===== src/rtl/core/socks5_connect_client_macros.svh =====
// Assertion macros shared by the SOCKS5 connect client RTL.
// Included by every module that carries concurrent assertions.
`ifndef SOCKS5_CONNECT_CLIENT_MACROS_SVH
`define SOCKS5_CONNECT_CLIENT_MACROS_SVH

// Same-cycle implication, disabled while reset is asserted
`define S5CC_ASSERT_NOW(lbl, clk, rst_n, ante, cons, msg) \
    lbl: assert property (@(posedge clk) disable iff (!(rst_n)) (ante) |-> (cons)) \
        else $error(msg);

// Next-cycle implication, disabled while reset is asserted
`define S5CC_ASSERT_NEXT(lbl, clk, rst_n, ante, cons, msg) \
    lbl: assert property (@(posedge clk) disable iff (!(rst_n)) (ante) |=> (cons)) \
        else $error(msg);

`endif


===== src/rtl/core/s5cc_pkg.sv =====
// Types and constants for the SOCKS5 connect client.
// No dependencies; imported by the front, queue, back and top modules.
`default_nettype none

package s5cc_pkg;

    // Input item modes
    localparam logic [1:0] MODE_START = 2'd0;
    localparam logic [1:0] MODE_NAME  = 2'd1;
    localparam logic [1:0] MODE_RX    = 2'd2;

    // Protocol constants
    localparam logic [7:0] SOCKS_VER   = 8'd5;
    localparam logic [7:0] NAME_MAX    = 8'd255;
    localparam logic [7:0] ATYP_IPV4   = 8'd1;
    localparam logic [7:0] ATYP_DOMAIN = 8'd3;
    localparam logic [7:0] ATYP_IPV6   = 8'd4;

    // Bound address plus port bytes to skip after the first byte that follows the address type
    localparam logic [8:0] SKIP_IPV4   = 9'd5;
    localparam logic [8:0] SKIP_IPV6   = 9'd17;
    localparam logic [8:0] SKIP_PORT   = 9'd2;

    // Greeting is the first three, connect header the first four
    localparam logic [7:0] HDR_BYTES [4] = '{8'd5, 8'd1, 8'd0, 8'd3};

    // Status reported with every result
    typedef enum logic [2:0] {
        ST_BUSY       = 3'd0,
        ST_CONNECTED  = 3'd1,
        ST_NAME_LONG  = 3'd2,
        ST_GREET_BAD  = 3'd3,
        ST_REPLY_BAD  = 3'd4,
        ST_REFUSED    = 3'd5,
        ST_BAD_ATYP   = 3'd6,
        ST_UNEXPECTED = 3'd7
    } t_status;

    // Shape of the result burst caused by one input item
    typedef enum logic [1:0] {
        RUN_STATUS = 2'd0,  // one status-only result
        RUN_GREET  = 2'd1,  // greeting bytes
        RUN_HEADER = 2'd2,  // connect header and name length, optionally port bytes
        RUN_NAME   = 2'd3   // one hostname byte, optionally port bytes
    } t_run_kind;

    // Work descriptor passed from the front to the back
    typedef struct packed {
        t_run_kind   kind;
        t_status     status;
        logic [7:0]  code;
        logic [7:0]  data;
        logic        with_port;
        logic [15:0] port;
    } t_run;

endpackage

`default_nettype wire


===== src/rtl/core/s5cc_front.sv =====
// Front part: handshake state machine that classifies each input item
// and emits one run descriptor per accepted item. Uses s5cc_pkg.
`default_nettype none
`include "socks5_connect_client_macros.svh"

module s5cc_front (
    input  wire logic          i_clk,
    input  wire logic          i_rst_n,
    input  wire logic          i_accept,
    input  wire logic [1:0]    i_mode,
    input  wire logic [7:0]    i_name_length,
    input  wire logic [15:0]   i_dest_port,
    input  wire logic [7:0]    i_data_byte,
    output s5cc_pkg::t_run     o_run
);
    import s5cc_pkg::*;

    typedef enum logic [8:0] {
        PH_IDLE  = 9'b000000001,
        PH_GREET = 9'b000000010,
        PH_NAME  = 9'b000000100,
        PH_REPLY = 9'b000001000,
        PH_LAST1 = 9'b000010000,
        PH_LAST3 = 9'b000100000,
        PH_LAST4 = 9'b001000000,
        PH_LASTX = 9'b010000000,
        PH_SKIP  = 9'b100000000
    } t_phase;

    t_phase      r_phase,       n_phase;
    logic [7:0]  r_byte_count,  n_byte_count;
    logic [7:0]  r_host_length, n_host_length;
    logic [15:0] r_target_port, n_target_port;
    logic [7:0]  r_reply_code,  n_reply_code;
    logic        r_reply_ok,    n_reply_ok;
    logic [8:0]  r_skip_count,  n_skip_count;

    logic [7:0]  count_inc;
    logic [8:0]  skip_dec;
    t_run        run;

    assign count_inc = r_byte_count + 8'd1;
    assign skip_dec  = r_skip_count - 9'd1;

    // Advance the handshake and describe the results of this item
    always_comb begin
        n_phase       = r_phase;
        n_byte_count  = r_byte_count;
        n_host_length = r_host_length;
        n_target_port = r_target_port;
        n_reply_code  = r_reply_code;
        n_reply_ok    = r_reply_ok;
        n_skip_count  = r_skip_count;

        run.kind      = RUN_STATUS;
        run.status    = ST_BUSY;
        run.code      = 8'd0;
        run.data      = 8'd0;
        run.with_port = 1'b0;
        run.port      = r_target_port;

        if (i_accept) begin
            unique case (r_phase)
                PH_IDLE: begin
                    if (i_mode != MODE_START) begin
                        run.status = ST_UNEXPECTED;
                    end else if (i_name_length == NAME_MAX) begin
                        run.status = ST_NAME_LONG;
                    end else begin
                        n_host_length = i_name_length;
                        n_target_port = i_dest_port;
                        n_byte_count  = 8'd0;
                        n_reply_ok    = 1'b1;
                        run.kind      = RUN_GREET;
                        n_phase       = PH_GREET;
                    end
                end
                PH_GREET: begin
                    if (i_mode != MODE_RX) begin
                        run.status = ST_UNEXPECTED;
                    end else if (r_byte_count == 8'd0) begin
                        if (i_data_byte != SOCKS_VER) n_reply_ok = 1'b0;
                        n_byte_count = 8'd1;
                    end else begin
                        n_byte_count = 8'd0;
                        if (!r_reply_ok || i_data_byte != 8'd0) begin
                            n_reply_ok = 1'b0;
                            run.status = ST_GREET_BAD;
                            n_phase    = PH_IDLE;
                        end else begin
                            run.kind = RUN_HEADER;
                            run.data = r_host_length;
                            if (r_host_length == 8'd0) begin
                                run.with_port = 1'b1;
                                n_reply_ok    = 1'b1;
                                n_phase       = PH_REPLY;
                            end else begin
                                n_phase = PH_NAME;
                            end
                        end
                    end
                end
                PH_NAME: begin
                    if (i_mode != MODE_NAME) begin
                        run.status = ST_UNEXPECTED;
                    end else begin
                        run.kind = RUN_NAME;
                        run.data = i_data_byte;
                        if (count_inc >= r_host_length) begin
                            // last name byte: append the port and await the reply
                            run.with_port = 1'b1;
                            n_byte_count  = 8'd0;
                            n_reply_ok    = 1'b1;
                            n_phase       = PH_REPLY;
                        end else begin
                            n_byte_count = count_inc;
                        end
                    end
                end
                PH_REPLY: begin
                    if (i_mode != MODE_RX) begin
                        run.status = ST_UNEXPECTED;
                    end else begin
                        priority case (r_byte_count)
                            8'd0: begin
                                if (i_data_byte != SOCKS_VER) n_reply_ok = 1'b0;
                                n_byte_count = 8'd1;
                            end
                            8'd1: begin
                                n_reply_code = i_data_byte;
                                n_byte_count = 8'd2;
                            end
                            8'd2: begin
                                if (i_data_byte != 8'd0) n_reply_ok = 1'b0;
                                n_byte_count = 8'd3;
                            end
                            default: begin
                                n_byte_count = 8'd0;
                                priority if (i_data_byte == ATYP_IPV4)   n_phase = PH_LAST1;
                                else if     (i_data_byte == ATYP_DOMAIN) n_phase = PH_LAST3;
                                else if     (i_data_byte == ATYP_IPV6)   n_phase = PH_LAST4;
                                else                                     n_phase = PH_LASTX;
                            end
                        endcase
                    end
                end
                PH_LAST1, PH_LAST3, PH_LAST4, PH_LASTX: begin
                    // protocol check wins over refusal, refusal over address type
                    priority if (i_mode != MODE_RX) begin
                        run.status = ST_UNEXPECTED;
                    end else if (!r_reply_ok) begin
                        run.status = ST_REPLY_BAD;
                        n_phase    = PH_IDLE;
                    end else if (r_reply_code != 8'd0) begin
                        run.status = ST_REFUSED;
                        run.code   = r_reply_code;
                        n_phase    = PH_IDLE;
                    end else if (r_phase == PH_LASTX) begin
                        run.status = ST_BAD_ATYP;
                        n_phase    = PH_IDLE;
                    end else begin
                        priority if (r_phase == PH_LAST1) n_skip_count = SKIP_IPV4;
                        else if (r_phase == PH_LAST3)
                            n_skip_count = {1'b0, i_data_byte} + SKIP_PORT;
                        else                              n_skip_count = SKIP_IPV6;
                        n_phase = PH_SKIP;
                    end
                end
                PH_SKIP: begin
                    if (i_mode != MODE_RX) begin
                        run.status = ST_UNEXPECTED;
                    end else begin
                        n_skip_count = skip_dec;
                        if (skip_dec == 9'd0) begin
                            run.status = ST_CONNECTED;
                            n_phase    = PH_IDLE;
                        end
                    end
                end
                default: begin
                    run.status = ST_UNEXPECTED;
                end
            endcase
        end
    end

    assign o_run = run;

    // Hold handshake state
    always_ff @(posedge i_clk) begin
        if (!i_rst_n) begin
            r_phase       <= PH_IDLE;
            r_byte_count  <= 8'd0;
            r_host_length <= 8'd0;
            r_target_port <= 16'd0;
            r_reply_code  <= 8'd0;
            r_reply_ok    <= 1'b1;
            r_skip_count  <= 9'd0;
        end else begin
            r_phase       <= n_phase;
            r_byte_count  <= n_byte_count;
            r_host_length <= n_host_length;
            r_target_port <= n_target_port;
            r_reply_code  <= n_reply_code;
            r_reply_ok    <= n_reply_ok;
            r_skip_count  <= n_skip_count;
        end
    end

    `S5CC_ASSERT_NEXT(a_unexpected_keeps_state, i_clk, i_rst_n, i_accept && (run.status == ST_UNEXPECTED), $stable(r_phase) && $stable(r_byte_count) && $stable(r_skip_count), "out-of-phase item changed handshake state")

endmodule

`default_nettype wire


===== src/rtl/core/s5cc_queue.sv =====
// Short descriptor queue between the front and the back.
// Flip-flop storage with a registered count; uses s5cc_pkg::t_run.
`default_nettype none
`include "socks5_connect_client_macros.svh"

module s5cc_queue #(
    parameter int DEPTH = 4
) (
    input  wire logic           i_clk,
    input  wire logic           i_rst_n,
    input  wire logic           i_push,
    input  wire s5cc_pkg::t_run i_data,
    output logic                o_full,
    input  wire logic           i_pop,
    output s5cc_pkg::t_run      o_data,
    output logic                o_empty
);
    import s5cc_pkg::*;

    localparam int PTR_W = (DEPTH > 1) ? $clog2(DEPTH) : 1;
    localparam int CNT_W = $clog2(DEPTH + 1);

    t_run             r_mem [DEPTH];
    logic [PTR_W-1:0] r_wr_ptr, n_wr_ptr;
    logic [PTR_W-1:0] r_rd_ptr, n_rd_ptr;
    logic [CNT_W-1:0] r_count,  n_count;

    assign o_full  = (r_count == CNT_W'(DEPTH));
    assign o_empty = (r_count == '0);
    assign o_data  = r_mem[r_rd_ptr];

    // Advance pointers with wrap at the depth
    always_comb begin
        n_wr_ptr = r_wr_ptr;
        n_rd_ptr = r_rd_ptr;
        n_count  = r_count;
        if (i_push) begin
            n_wr_ptr = (r_wr_ptr == PTR_W'(DEPTH - 1)) ? '0 : r_wr_ptr + PTR_W'(1);
        end
        if (i_pop) begin
            n_rd_ptr = (r_rd_ptr == PTR_W'(DEPTH - 1)) ? '0 : r_rd_ptr + PTR_W'(1);
        end
        if (i_push && !i_pop) begin
            n_count = r_count + CNT_W'(1);
        end else if (!i_push && i_pop) begin
            n_count = r_count - CNT_W'(1);
        end
    end

    always_ff @(posedge i_clk) begin
        if (!i_rst_n) begin
            r_wr_ptr <= '0;
            r_rd_ptr <= '0;
            r_count  <= '0;
        end else begin
            r_wr_ptr <= n_wr_ptr;
            r_rd_ptr <= n_rd_ptr;
            r_count  <= n_count;
        end
    end

    // Store descriptors
    always_ff @(posedge i_clk) begin
        if (i_push) begin
            r_mem[r_wr_ptr] <= i_data;
        end
    end

    `S5CC_ASSERT_NOW(a_no_push_when_full, i_clk, i_rst_n, i_push, !o_full, "descriptor pushed into a full queue")
    `S5CC_ASSERT_NOW(a_no_pop_when_empty, i_clk, i_rst_n, i_pop, !o_empty, "descriptor popped from an empty queue")

endmodule

`default_nettype wire


===== src/rtl/core/s5cc_back.sv =====
// Back part: expands each run descriptor into result items, one per pop.
// Holds the current run in an output register; uses s5cc_pkg.
`default_nettype none
`include "socks5_connect_client_macros.svh"

module s5cc_back (
    input  wire logic          i_clk,
    input  wire logic          i_rst_n,
    input  wire s5cc_pkg::t_run i_run,
    input  wire logic          i_run_empty,
    output logic               o_run_pop,
    input  wire logic          i_pop,
    output logic               o_empty,
    output logic               o_tx_valid,
    output logic [7:0]         o_tx_byte,
    output logic [2:0]         o_status,
    output logic [7:0]         o_server_code,
    output logic               o_last_of_run
);
    import s5cc_pkg::*;

    logic       r_valid;
    t_run       r_run;
    logic [2:0] r_idx;
    logic [2:0] run_len;
    logic       last;
    logic       take;
    logic       load;

    // Number of results in the current run
    always_comb begin
        unique case (r_run.kind)
            RUN_STATUS: run_len = 3'd1;
            RUN_GREET:  run_len = 3'd3;
            RUN_HEADER: run_len = r_run.with_port ? 3'd7 : 3'd5;
            RUN_NAME:   run_len = r_run.with_port ? 3'd3 : 3'd1;
            default:    run_len = 3'd1;
        endcase
    end

    assign last      = (r_idx == run_len - 3'd1);
    assign take      = i_pop && r_valid;
    assign load      = !i_run_empty && (!r_valid || (take && last));
    assign o_run_pop = load;

    // Select the byte at the current position of the run
    always_comb begin
        o_tx_byte = 8'd0;
        unique case (r_run.kind)
            RUN_STATUS: o_tx_byte = 8'd0;
            RUN_GREET:  o_tx_byte = HDR_BYTES[r_idx[1:0]];
            RUN_HEADER: begin
                priority if (r_idx < 3'd4)  o_tx_byte = HDR_BYTES[r_idx[1:0]];
                else if (r_idx == 3'd4)     o_tx_byte = r_run.data;
                else if (r_idx == 3'd5)     o_tx_byte = r_run.port[15:8];
                else                        o_tx_byte = r_run.port[7:0];
            end
            RUN_NAME: begin
                priority if (r_idx == 3'd0) o_tx_byte = r_run.data;
                else if (r_idx == 3'd1)     o_tx_byte = r_run.port[15:8];
                else                        o_tx_byte = r_run.port[7:0];
            end
            default: o_tx_byte = 8'd0;
        endcase
    end

    assign o_empty       = !r_valid;
    assign o_tx_valid    = (r_run.kind != RUN_STATUS);
    assign o_status      = (r_run.kind == RUN_STATUS) ? r_run.status : ST_BUSY;
    assign o_server_code = (r_run.kind == RUN_STATUS) ? r_run.code : 8'd0;
    assign o_last_of_run = last;

    // Advance through the run; load the next one as the last result leaves
    always_ff @(posedge i_clk) begin
        if (!i_rst_n) begin
            r_valid <= 1'b0;
            r_idx   <= 3'd0;
        end else if (load) begin
            r_valid <= 1'b1;
            r_idx   <= 3'd0;
        end else if (take && last) begin
            r_valid <= 1'b0;
            r_idx   <= 3'd0;
        end else if (take) begin
            r_idx   <= r_idx + 3'd1;
        end
    end

    always_ff @(posedge i_clk) begin
        if (load) begin
            r_run <= i_run;
        end
    end

    `S5CC_ASSERT_NOW(a_idx_in_run, i_clk, i_rst_n, r_valid, r_idx < run_len, "result index ran past the end of its run")
    `S5CC_ASSERT_NOW(a_status_only_last, i_clk, i_rst_n, r_valid && (o_status != ST_BUSY), o_last_of_run && !o_tx_valid, "final status shown on a result that is not the last of its run")

endmodule

`default_nettype wire


===== src/rtl/core/socks5_connect_client.sv =====
// SOCKS5 connect client top level: front state machine, descriptor queue
// and result expander. Depends on s5cc_pkg, s5cc_front, s5cc_queue, s5cc_back.
`default_nettype none

// Client side of a SOCKS5 CONNECT handshake to a domain-name target. One input
// item is accepted per clock while the descriptor queue has room (full low);
// the front state machine classifies it in that same cycle and queues one
// descriptor. Each item yields 1 to 7 result items: 3 for the greeting, 5 for
// the connect header (7 when the name is empty and the port follows), 1 or 3
// for a hostname byte, 1 for everything else. The back part delivers one
// result per clock on pop, so sustained throughput is one result per cycle;
// the queue (QUEUE_DEPTH descriptors) absorbs bursts. When the back part is
// idle, the first result of an item is registered in the queue and then in
// the back part's run register before it becomes visible.
module socks5_connect_client #(
    parameter int QUEUE_DEPTH = 4
) (
    input  wire logic          i_clk,
    input  wire logic          i_rst_n,
    input  wire logic          push,
    output logic               full,
    input  wire logic [1:0]    i_mode,
    input  wire logic [7:0]    i_name_length,
    input  wire logic [15:0]   i_dest_port,
    input  wire logic [7:0]    i_data_byte,
    output logic               empty,
    input  wire logic          pop,
    output logic               o_tx_valid,
    output logic [7:0]         o_tx_byte,
    output logic [2:0]         o_status,
    output logic [7:0]         o_server_code,
    output logic               o_last_of_run
);
    import s5cc_pkg::*;

    logic  accept;
    t_run  front_run;
    t_run  queue_run;
    logic  queue_full;
    logic  queue_empty;
    logic  queue_pop;

    assign accept = push && !queue_full;
    assign full   = queue_full;

    s5cc_front u_front (
        .i_clk         (i_clk),
        .i_rst_n       (i_rst_n),
        .i_accept      (accept),
        .i_mode        (i_mode),
        .i_name_length (i_name_length),
        .i_dest_port   (i_dest_port),
        .i_data_byte   (i_data_byte),
        .o_run         (front_run)
    );

    s5cc_queue #(
        .DEPTH (QUEUE_DEPTH)
    ) u_queue (
        .i_clk   (i_clk),
        .i_rst_n (i_rst_n),
        .i_push  (accept),
        .i_data  (front_run),
        .o_full  (queue_full),
        .i_pop   (queue_pop),
        .o_data  (queue_run),
        .o_empty (queue_empty)
    );

    s5cc_back u_back (
        .i_clk         (i_clk),
        .i_rst_n       (i_rst_n),
        .i_run         (queue_run),
        .i_run_empty   (queue_empty),
        .o_run_pop     (queue_pop),
        .i_pop         (pop),
        .o_empty       (empty),
        .o_tx_valid    (o_tx_valid),
        .o_tx_byte     (o_tx_byte),
        .o_status      (o_status),
        .o_server_code (o_server_code),
        .o_last_of_run (o_last_of_run)
    );

endmodule

`default_nettype wire


===== config.mk =====
export PLATFORM = sky130hd
export DESIGN_NAME = socks5_connect_client
export DESIGN_NICKNAME = d
export VERILOG_FILES = /design/src/rtl/core/s5cc_pkg.sv /design/src/rtl/core/s5cc_front.sv /design/src/rtl/core/s5cc_queue.sv /design/src/rtl/core/s5cc_back.sv /design/src/rtl/core/socks5_connect_client.sv
export VERILOG_INCLUDE_DIRS = /design/src /design/src/rtl/core
export SDC_FILE = /design/constraint.sdc
export NUM_CORES = 1
export LEC_CHECK = 0
export BUFFER_PORTS_ARGS = -buffer_cell sky130_fd_sc_hd__clkbuf_2
export CORE_MARGIN = 5
export CORE_UTILIZATION = 45
export DETAILED_ROUTE_END_ITERATION = 6
export GPL_TIMING_DRIVEN = 0
export PLACE_DENSITY = 0.69
export SYNTH_ARGS = -nofsm -noshare
export SYNTH_HDL_FRONTEND = slang
export SYNTH_SLANG_ARGS = --single-unit

===== constraint.sdc =====
create_clock -name i_clk -period 10.4 [get_ports i_clk]
set_clock_uncertainty 0.05 [all_clocks]
set_input_delay 0 -clock i_clk [delete_from_list [all_inputs] [get_ports i_clk]]
set_output_delay 0 -clock i_clk [all_outputs]
set_load 0.1 [all_outputs]

==> results of run 1 <==
path summary, 6_finish.rpt:
check | start | slack (ns) | endpoint
max | u_front.r_byte_count[0]$_SDFFE_PN0P_ | 6.70 | u_front.r_target_port[8]$_SDFFE_PN0P_
min | i_data_byte[2] | 0.06 | u_front.r_reply_code[2]$_SDFFE_PN0P_
max reg2reg | u_front.r_byte_count[0]$_SDFFE_PN0P_ | 6.70 | u_front.r_target_port[8]$_SDFFE_PN0P_
min reg2reg | u_front.r_host_length[5]$_SDFFE_PN0P_ | 0.45 | u_front.r_host_length[5]$_SDFFE_PN0P_
layout by cell type (no fill, tap or decap), drive strengths merged, types with 9 or more instances in the layout:
cell,netlist,final
a21oi,41,41
a22oi,9,9
a31oi,10,10
and2,30,30
and3,11,11
buf,17,22
clkbuf,35,127
dfxtp,70,70
dlygate4sd3,0,34
edfxtp,190,190
ha,25,25
inv,30,32
mux2i,40,40
mux4,38,38
nand2,81,81
nand2b,10,10
nand3,19,19
nand4,16,16
nor2,77,77
nor2b,17,17
nor3,15,15
nor4,12,12
o211ai,9,9
o21ai,33,33
o31ai,12,12
or4,12,12
xnor2,12,12
xor2,10,10
metal layers:
metal / GRT usage [%] / vias to the layer above / routed length, um
met5: 0 / - / 0
met4: 4.652 / 0 / 482
met3: 2.371 / 39 / 1322
met2: 30.88 / 254 / 13600
met1: 24.31 / 4028 / 11950
li1: - / 3887 / -
worst max-delay path, stage by stage, from the launching register on:
cell and delay [ns]:
dfxtp_1 0.49, ha_1 0.28, nand3_1 0.19, xnor2_1 0.18
ha_1 0.29, o21a_1 0.11, a21oi_1 0.11, o311ai_4 0.55
nand4_1 0.23, nor4_4 0.62, buf_6 0.28, mux2i_1 0.22
metrics by stage:
step	setup slack (ns)	power [mW]	instance area [sq um]	instances	hold WS (ns)
2_1_floorplan	5.761	2.295	12120	958	0.09210
3_3_place_gp	5.361	2.538	12840	1358	0.1877
3_5_place_dp	6.787	2.571	12960	1363	0.1904
4_1_cts	6.748	3.642	14290	1445	0.04502
5_1_grt	6.477	3.786	14290	1445	0.05415
6_report	6.699	3.614	14290	1445	0.06074
synthesized netlist by cell type, drive strengths merged, types with 8 or more instances:
master / number
edfxtp: 190
nand2: 81
nor2: 77
dfxtp: 70
a21oi: 41
mux2i: 40
mux4: 38
clkbuf: 35
o21ai: 33
and2: 30
inv: 30
ha: 25
nand3: 19
buf: 17
nor2b: 17
nand4: 16
nor3: 15
nor4: 12
o31ai: 12
or4: 12
xnor2: 12
and3: 11
a31oi: 10
nand2b: 10
xor2: 10
a22oi: 9
o211ai: 9
a211oi: 8
o221ai: 8
final cells by class:
type / instances / area share [%]
clock buffers: 33 / 5.027
repair buffers: 98 / 5.202
multi-input cells: 615 / 32.74
flip-flops and latches: 260 / 49.74
well taps: 341 / 2.986
clock inverters: 15 / 1.848
plain buffers: 52 / 1.620
inverters: 31 / 0.8319
power by group:
part           internal [mW]  total [mW]  switching (mW)
sequential              1.34        1.42          0.0801
combinational          0.368        1.14           0.775
clock                  0.665        1.05           0.386
registers in the layout (all words and copies together), names as in the netlist:
signal                 cells
u_queue.r_mem            152
u_back.r_run              38
u_front.r_target_port     16
u_front.r_phase            9
u_front.r_skip_count       9
u_front.r_byte_count       8
u_front.r_host_length      8
u_front.r_reply_code       8
u_back.r_idx               3
u_queue.r_count            3
u_queue.r_rd_ptr           2
u_queue.r_wr_ptr           2
u_back.r_valid             1
u_front.r_reply_ok         1
kinds of logic after synthesis:
group / after synthesis
simple gates: 322
flops: 260
compound gates: 164
buf+inv: 83
mux: 81
fa+ha+maj: 26
xor+xnor: 22
==> summary.md, run 1 <==
| Metric | Value |
|---|---|
| Outcome | `completed` |
| Yosys cell types | `80` |
| CTS Buf Count | `26` |
| Crit share post-route | `35.59%` |
| Synth Register Bits | `260` |
| Pre-Repair DR Iteration Count | `5` |
| Layout cell share with drive strength beyond 1 | `17.39%` |
| Final ANT Viol Nets | `0` |
| First-pass GRT wire length | `44110 um` |
| I/O pins | `61` |
| RSZ-0062 raised after global routing | `false` |
| Drt wl/cell | `18.93 um` |
| Peak VDD IR | `0.1140 mV` |
| Min-delay worst type | `in2reg` |
| Worst Path Required | `10.80 ns` |
| CTS tree | `done` |
| Tmin final | `3.701 ns` |
| Crit. End Element | `flop` |
| DIE WIDTH | `174.1 um` |
| Synth top area share | `47.06%` |
| Layout Nets | `1148` |
| Fin. Hold Viols | `0` |
| Initial antenna violation count | `0` |
| Total nets after synthesis | `1022` |
| Main combinational cell family by area after synthesis | `simple AND/OR/NAND/NOR gates` |
| Port Buffers | `59` |
| Mux contribution to synthesized area | `10.64%` |
| Final Util | `53.46%` |
| DRC violations left | `0` |
| Worst EP arrival | `4.10 ns` |
| Yosys warning count | `0` |
| Max Freq | `0.2702 GHz` |
| Synth Area in Simple Gates | `14.13%` |
| Slew Limit Headroom | `37.63%` |
| Tot GR Track Use | `17.98%` |
| Top post-synthesis cells by area | `edfxtp_1 47%, dfxtp_1 12%, mux4_2 7.1%, mux2i_1 3.3%, ha_1 2.6%` |
| # resized after CTS | `0` |
| Compound-Gate Fraction of Synth Area | `9.382%` |
| Full die area | `30320 sq um` |
| H-tree Lvls | `1` |
| Post-Synth Adder-Cell Area | `2.745%` |
| Final Setup Violations | `0` |
| Worst hold path depth | `4` |
| Measured slew at the worst slew-check pin | `0.9285 ns` |
| Multi-input gate area | `4678 sq um` |
| Postcts setup bufs | `0` |
| Row count | `60` |
| EDFF count, synth | `190` |
| Max-cap check violation count | `0` |
| Vias | `8208` |
| CP Class | `reg2reg` |
| Cts hold-fix bufs | `34` |
| FF-to-FF path depth | `11` |
| GPL Wtd Cong | `0.8957` |
| Clock buffer depth | `3` |
| Drt initial violations | `650` |
| CTS sink cnt | `260` |
| Async SR Flop Fraction | `0%` |
| Routed wire length | `27360 um` |
| Worst skew pair latency | `0.53 ns` |
| Post-Synth XOR/XNOR Area | `1.589%` |
| # diodes | `0` |
| Clk slew on worst S/H paths | `0.07 ns` |
| Initial core utilization | `45.36%` |
| Vias/cell | `5.680` |
| Synth Flop Type | `edfxtp_1` |
| Post-DP HPWL | `19010 um` |
| Largest net degree at the start of global routing | `30` |
| Number of fill cells | `2203` |
| Synth area leader | `edfxtp_1` |
| Vias in the first global route | `7964` |
| Syn avg cell area | `12.65 sq um` |
| Total grt overflow | `0` |
| Cell Pwr Density | `253.0 nW/um^2` |
| Die height | `174.1 um` |
| Register area | `7107 sq um` |
| Core Region | `26730 sq um` |
| Largest fanout on the critical path | `10` |
| Root buffer cell | `clkbuf_16` |
| Worst setup SP type | `flop` |
| Fin Setup TNS | `0 ns` |
| Leak | `5.079 nW` |
| Post-synthesis sequential area ratio | `58.62%` |
| Area Overhead vs Synth | `17.86%` |
| Fin. max-slew vios | `0` |
| Cell count after synthesis | `958` |
| Synthesized area | `12120 sq um` |
(Power assumes the default switching activity.)
==> run 2: changes to the inputs <==
Settings changed: ABC_AREA from default to 1.
Clock period 10.4 ns to 3.6 ns, I/O delays scaled along.
==> summary.md, run 2 <==
| Metric | Value |
|---|---|
| Outcome | `completed` |
| Postcts setup bufs | `0` |
| Worst Path Required | `3.55 ns` |
| CTS Buf Count | `27` |
| Commonest non-fill, non-tap cell in the layout | `edfxtp_1` |
| Drt wl/cell | `16.74 um` |
| Largest fanout on the critical path | `9` |
| Final Instance Area | `14060 sq um` |
| Worst skew pair latency | `0.53 ns` |
| GPL Wtd Cong | `0.9189` |
| Top post-synthesis cells by area | `edfxtp_1 48%, dfxtp_1 12%, nor2_1 6.0%, nand2_1 5.5%, o21ai_0 5.5%` |
| Worst EP arrival | `3.07 ns` |
| First-pass GRT wire length | `46210 um` |
| Worst setup margin | `0.4770 ns` |
| Row count | `59` |
| Fin Setup TNS | `0 ns` |
| Slew Limit Headroom | `46.05%` |
| CP Class | `reg2out` |
| Synth Register Bits | `260` |
| # resized after CTS | `0` |
| Post-DP HPWL | `20310 um` |
| Placed Area | `12760 sq um` |
| Top register by number of flip-flops | `u_queue.r_mem` |
| Final Setup Violations | `0` |
| Core Region | `26060 sq um` |
| Port Buffers | `60` |
| Fin. max-slew vios | `0` |
| Peak VDD IR | `0.8798 mV` |
| Synth Area in Simple Gates | `17.28%` |
| CTS tree | `done` |
| DRC violations left | `0` |
| Synth Flop Type | `edfxtp_1` |
| Vias | `9238` |
| Main combinational cell family by area after synthesis | `simple AND/OR/NAND/NOR gates` |
| Fin. Hold Viols | `0` |
| Cell count after synthesis | `1250` |
| Largest net degree at the start of global routing | `39` |
| Synth top area share | `47.89%` |
| Layout Nets | `1445` |
| Clk slew on worst S/H paths | `0.06 ns` |
| Worst setup SP type | `flop` |
| Crit. End Element | `output pin` |
| Post-place setup slack | `0.8722 ns` |
| Commonest non-fill, non-tap cells in the layout | `190 x edfxtp_1, 186 x nor2_1, 175 x nand2_1, 147 x inv_1, 130 x o21ai_0` |
| Vias in the first global route | `8923` |
| Min-delay worst type | `in2reg` |
| Power Total | `10.90 mW` |
| Async SR Flop Fraction | `0%` |
| Final ANT Viol Nets | `0` |
| Syn avg cell area | `9.530 sq um` |
| Most common cell in the netlist | `nor2_1` |
| Layout cell share with drive strength beyond 1 | `10.56%` |
| Max-cap check violation count | `0` |
| Total nets after synthesis | `1314` |
| # diodes | `0` |
| Drt initial violations | `750` |
| Worst-path cell chain | `inv_1, ha_1, inv_1, nor2_1, clkinv_1, o21ai_0, a21oi_1, o32ai_2, clkbuf_2` |
| H-tree Lvls | `1` |
| Leak | `5.469 nW` |
| FF-to-FF path depth | `5` |
| EDFF count, synth | `190` |
| CTS sink cnt | `260` |
| Initial core utilization | `45.71%` |
| CP Depth | `9` |
| Most frequent cells after synthesis | `191 x nor2_1, 190 x edfxtp_1, 175 x nand2_1` |
| Die height | `172.7 um` |
| Vias/cell | `5.318` |
| CP delay by family, top | `buffers and inverters` |
| Synth area leader | `edfxtp_1` |
| Measured slew at the worst slew-check pin | `0.8080 ns` |
| Post-Synth Adder-Cell Area | `2.794%` |
| Crit share post-route | `86.75%` |
| Pre-Repair DR Iteration Count | `6` |
| Placed Cells | `1649` |
| Post-Synth XOR/XNOR Area | `0.7352%` |
| Yosys cell types | `46` |
| Root buffer cell | `clkbuf_16` |
| Yosys warning count | `0` |
| Worst hold path depth | `4` |
| RSZ-0062 raised after global routing | `false` |
| Buf+Inv Stages, Crit Path | `4` |
| Max incr delay on CP | `0.50 ns` |
| Most used cell, CP | `inv_1` |
| Final std cells w/o fill | `1737` |
| Total grt overflow | `0` |
| Top flop regs | `u_queue.r_mem x152, u_back.r_run x38, u_front.r_target_port x16` |
| Cell Pwr Density | `775.3 nW/um^2` |
| Critical-path top delay cell | `clkbuf_2` |
| Tot GR Track Use | `18.79%` |
| Number of fill cells | `2263` |
| Max Freq | `0.3202 GHz` |
| Tmin final | `3.123 ns` |
| Synthesized area | `11910 sq um` |
| Mux contribution to synthesized area | `0.08402%` |
| Area Overhead vs Synth | `18.05%` |
| Post-synthesis sequential area ratio | `59.66%` |
| Largest register FFs | `152` |
| Routed wire length | `29080 um` |
| I/O pins | `61` |
| Full die area | `29830 sq um` |
| DIE WIDTH | `172.7 um` |
| Clock buffer depth | `3` |
| Initial antenna violation count | `0` |
| Compound-Gate Fraction of Synth Area | `13.00%` |
run 2: cell count changes in the layout (fill, tap and decap cells not counted), moves of 20 or more:
cell      delta
a211oi_1    +21
a21oi_1     +20
and2_1      -25
inv_1      +118
mux2i_1     -39
mux4_2      -38
nand2_1     +94
nand3_1     +29
nor2_1     +112
o21ai_0    +100
o22ai_1     +39
run 2: final cells by class:
| type | instances | area, sq um | area share [%] |
|---|---|---|---|
| Multi-Input combinational cell | 790 | 4083 | 29.03 |
| Inverter | 157 | 589.3 | 4.190 |
| Clock inverter | 18 | 214.0 | 1.521 |
| Buffer | 43 | 178.9 | 1.272 |
| Sequential cell | 260 | 7107 | 50.53 |
| Clock buffer | 32 | 704.4 | 5.009 |
| Timing Repair Buffer | 102 | 768.2 | 5.463 |
| Tap cell | 335 | 419.2 | 2.980 |
run 2: per-layer routing:
layer	up-vias	share of wire, %	routed length, um	GRT usage (%)
met5	-	0	0	0
met2	329	47	13760	31.20
li1	4558	-	-	-
met4	0	2.1	625	5.142
met1	4297	44	12660	25.96
met3	54	7.0	2037	2.795
run 2: metrics by stage:
step           utilization, %  hold WS (ns)
2_1_floorplan               -        0.1259
4_1_cts                 53.97       0.01551
3_5_place_dp            48.98        0.2246
5_1_grt                 53.97       0.06457
3_3_place_gp            48.53        0.2188
6_report                53.97       0.04570
run 2: path summary, 6_finish.rpt:
kind                                   startpoint                              endpoint  slack (ns)
max                  u_back.r_idx[1]$_SDFFE_PP0P_                          o_tx_byte[6]        0.48
min                                     i_mode[0]        u_queue.r_mem[3][36]$_DFFE_PP_        0.05
max reg2reg       u_queue.r_count[0]$_SDFFE_PN0P_        u_queue.r_mem[0][15]$_DFFE_PP_        0.84
min reg2reg  u_front.r_reply_code[6]$_SDFFE_PN0P_  u_front.r_reply_code[6]$_SDFFE_PN0P_        0.43
run 2: logic make-up after synthesis:
kind of cell             count (synthesis)
adder cells (fa/ha/maj)                 26
XOR/XNOR                                10
multiplexers                             1
AND/OR/NAND/NOR                        477
flip-flops                             260
buffers and inverters                  200
AO/OA/AOI/OAI                          276
run 2: what timing repair did:
action,4_1_cts,5_1_grt
setup endpoints to repair,0,0
endpoints found under the hold margin,55,0
hold buffers,38,0
run 2: worst min-delay path: cells and delay by family:
| family | cells | cell delay (ns) |
|---|---|---|
| AO/OA/AOI/OAI | 1 | 0.16 |
| buffers and inverters | 1 | 0.11 |
| AND/OR/NAND/NOR | 2 | 0.15 |
run 2: power by group:
group          internal [mW]  switching [mW]  total, mW
clock network           1.70            1.15       2.84
registers               3.99           0.271       4.26
logic                  0.910            2.89       3.80
total                   6.60            4.31       10.9
==> run 3: changes to the inputs <==
Settings changed: CTS_BUF_LIST from default to sky130_fd_sc_hd__clkbuf_16.
==> summary.md, run 3 (synthesis results as in run 2) <==
| Metric | Value |
|---|---|
| Outcome | `completed` |
| Core Region | `26060 sq um` |
| Power Total | `10.87 mW` |
| Fin Setup TNS | `0 ns` |
| First-pass GRT wire length | `46210 um` |
| Worst EP arrival | `3.07 ns` |
| Leak | `5.480 nW` |
| Drt wl/cell | `16.77 um` |
| Fin. Hold Viols | `0` |
| Hold_sp | `i_mode[0]` |
| Largest register FFs | `152` |
| Worst Path Required | `3.55 ns` |
| Fin. max-slew vios | `0` |
| H-tree Lvls | `1` |
| Layout Nets | `1445` |
| Worst flop-to-flop path startpoint | `u_queue.r_count[0]$_SDFFE_PN0P_` |
| Worst skew pair latency | `0.54 ns` |
| Initial core utilization | `45.71%` |
| Tmin final | `3.124 ns` |
| # resized after CTS | `0` |
| Measured slew at the worst slew-check pin | `0.8137 ns` |
| Pre-Repair DR Iteration Count | `6` |
| Clock buffer depth | `3` |
| Vias/cell | `5.330` |
| CP Class | `reg2out` |
| Post-place setup slack | `0.8722 ns` |
| Clk slew on worst S/H paths | `0.06 ns` |
| Final Instance Area | `14050 sq um` |
| CTS tree | `done` |
| Largest fanout on the critical path | `9` |
| Row count | `59` |
| # diodes | `0` |
| Crit. End Element | `output pin` |
| Min-delay worst type | `in2reg` |
| GPL Wtd Cong | `0.9189` |
| Layout cell share with drive strength beyond 1 | `10.49%` |
| Post-DP HPWL | `20310 um` |
| Final ANT Viol Nets | `0` |
| Max-cap check violation count | `0` |
| CTS Buf Count | `27` |
| DIE WIDTH | `172.7 um` |
| Final Setup Violations | `0` |
| Initial antenna violation count | `0` |
| Commonest non-fill, non-tap cells in the layout | `190 x edfxtp_1, 186 x nor2_1, 175 x nand2_1, 151 x inv_1, 130 x o21ai_0` |
| Max Freq | `0.3201 GHz` |
| Root buffer cell | `clkbuf_16` |
| Drt initial violations | `749` |
| Slew Limit Headroom | `45.68%` |
| Total grt overflow | `0` |
| CP Launch Point | `u_back.r_idx[1]$_SDFFE_PP0P_` |
| Tot GR Track Use | `18.79%` |
| Cell Pwr Density | `773.6 nW/um^2` |
| Top flop regs | `u_queue.r_mem x152, u_back.r_run x38, u_front.r_target_port x16` |
| Worst setup SP type | `flop` |
| Worst setup margin | `0.4763 ns` |
| CTS sink cnt | `260` |
| Routed wire length | `29130 um` |
| Full die area | `29830 sq um` |
| Largest net degree at the start of global routing | `39` |
| Top register by number of flip-flops | `u_queue.r_mem` |
| Placed Area | `12760 sq um` |
| Vias in the first global route | `8923` |
| I/O pins | `61` |
| Port Buffers | `60` |
| Commonest non-fill, non-tap cell in the layout | `edfxtp_1` |
| Die height | `172.7 um` |
| Area Overhead vs Synth | `17.97%` |
| DRC violations left | `0` |
| RSZ-0062 raised after global routing | `false` |
| Crit share post-route | `86.77%` |
| Vias | `9259` |
| Peak VDD IR | `0.8796 mV` |
-- run 3: area by class of cell --
type | count | area [sq um]
clock buffers | 27 | 675.6
repair buffers | 102 | 768.2
multi-input cells | 790 | 4083
fillers | 2267 | 12010
inverters | 157 | 589.3
well taps | 335 | 419.2
flip-flops and latches | 260 | 7107
clock inverters | 23 | 232.7
plain buffers | 43 | 178.9
-- run 3: path summary, 6_finish.rpt --
| path | to | slack [ns] | cells after the start |
|---|---|---|---|
| worst max register to register | u_queue.r_mem[0][15]$_DFFE_PP_ | 0.84 | 5 |
| worst max-delay path | o_tx_byte[6] | 0.48 | 9 |
| worst min register to register | u_front.r_reply_code[6]$_SDFFE_PN0P_ | 0.43 | 2 |
| worst min-delay path | u_queue.r_mem[3][36]$_DFFE_PP_ | 0.05 | 4 |
-- run 3: power by group --
group	switching [mW]	total (mW)	internal [mW]	leakage, nW
combinational	2.88	3.79	0.910	2.67
clock	1.15	2.81	1.66	0.441
sequential	0.271	4.26	3.99	2.37
total	4.31	10.9	6.56	5.48
-- run 3: metal layers --
metal | GRT usage, % | up-vias | part of all wire (%)
met1 | 25.96 | 4306 | 43
li1 | - | 4557 | -
met3 | 2.795 | 50 | 7.1
met5 | 0 | - | 0
met2 | 31.20 | 346 | 47
met4 | 5.142 | 0 | 2.2
-- run 3: per-stage QoR --
stage                     utilization (%)  hold slack (ns)  instances
after floorplan                         -           0.1259       1250
after global placement              48.53           0.2188       1645
after CTS                           53.93          0.01551       1737
after detailed placement            48.98           0.2246       1649
final                               53.93          0.05035       1737
after global routing                53.93          0.06457       1737
-- run 3: worst max-delay path: stages, from the launching register on --
cell      delay, ns
dfxtp_1        0.35
inv_1          0.09
ha_1           0.21
inv_1          0.05
nor2_1         0.41
clkinv_1       0.40
o21ai_0        0.25
a21oi_1        0.07
o32ai_2        0.20
clkbuf_2       0.50
-- run 3: repair_timing --
| item | 4_1_cts | 5_1_grt |
|---|---|---|
| endpoints found under the hold margin | 55 | 0 |
| buffers inserted | 0 | 0 |
| hold buffers | 38 | 0 |
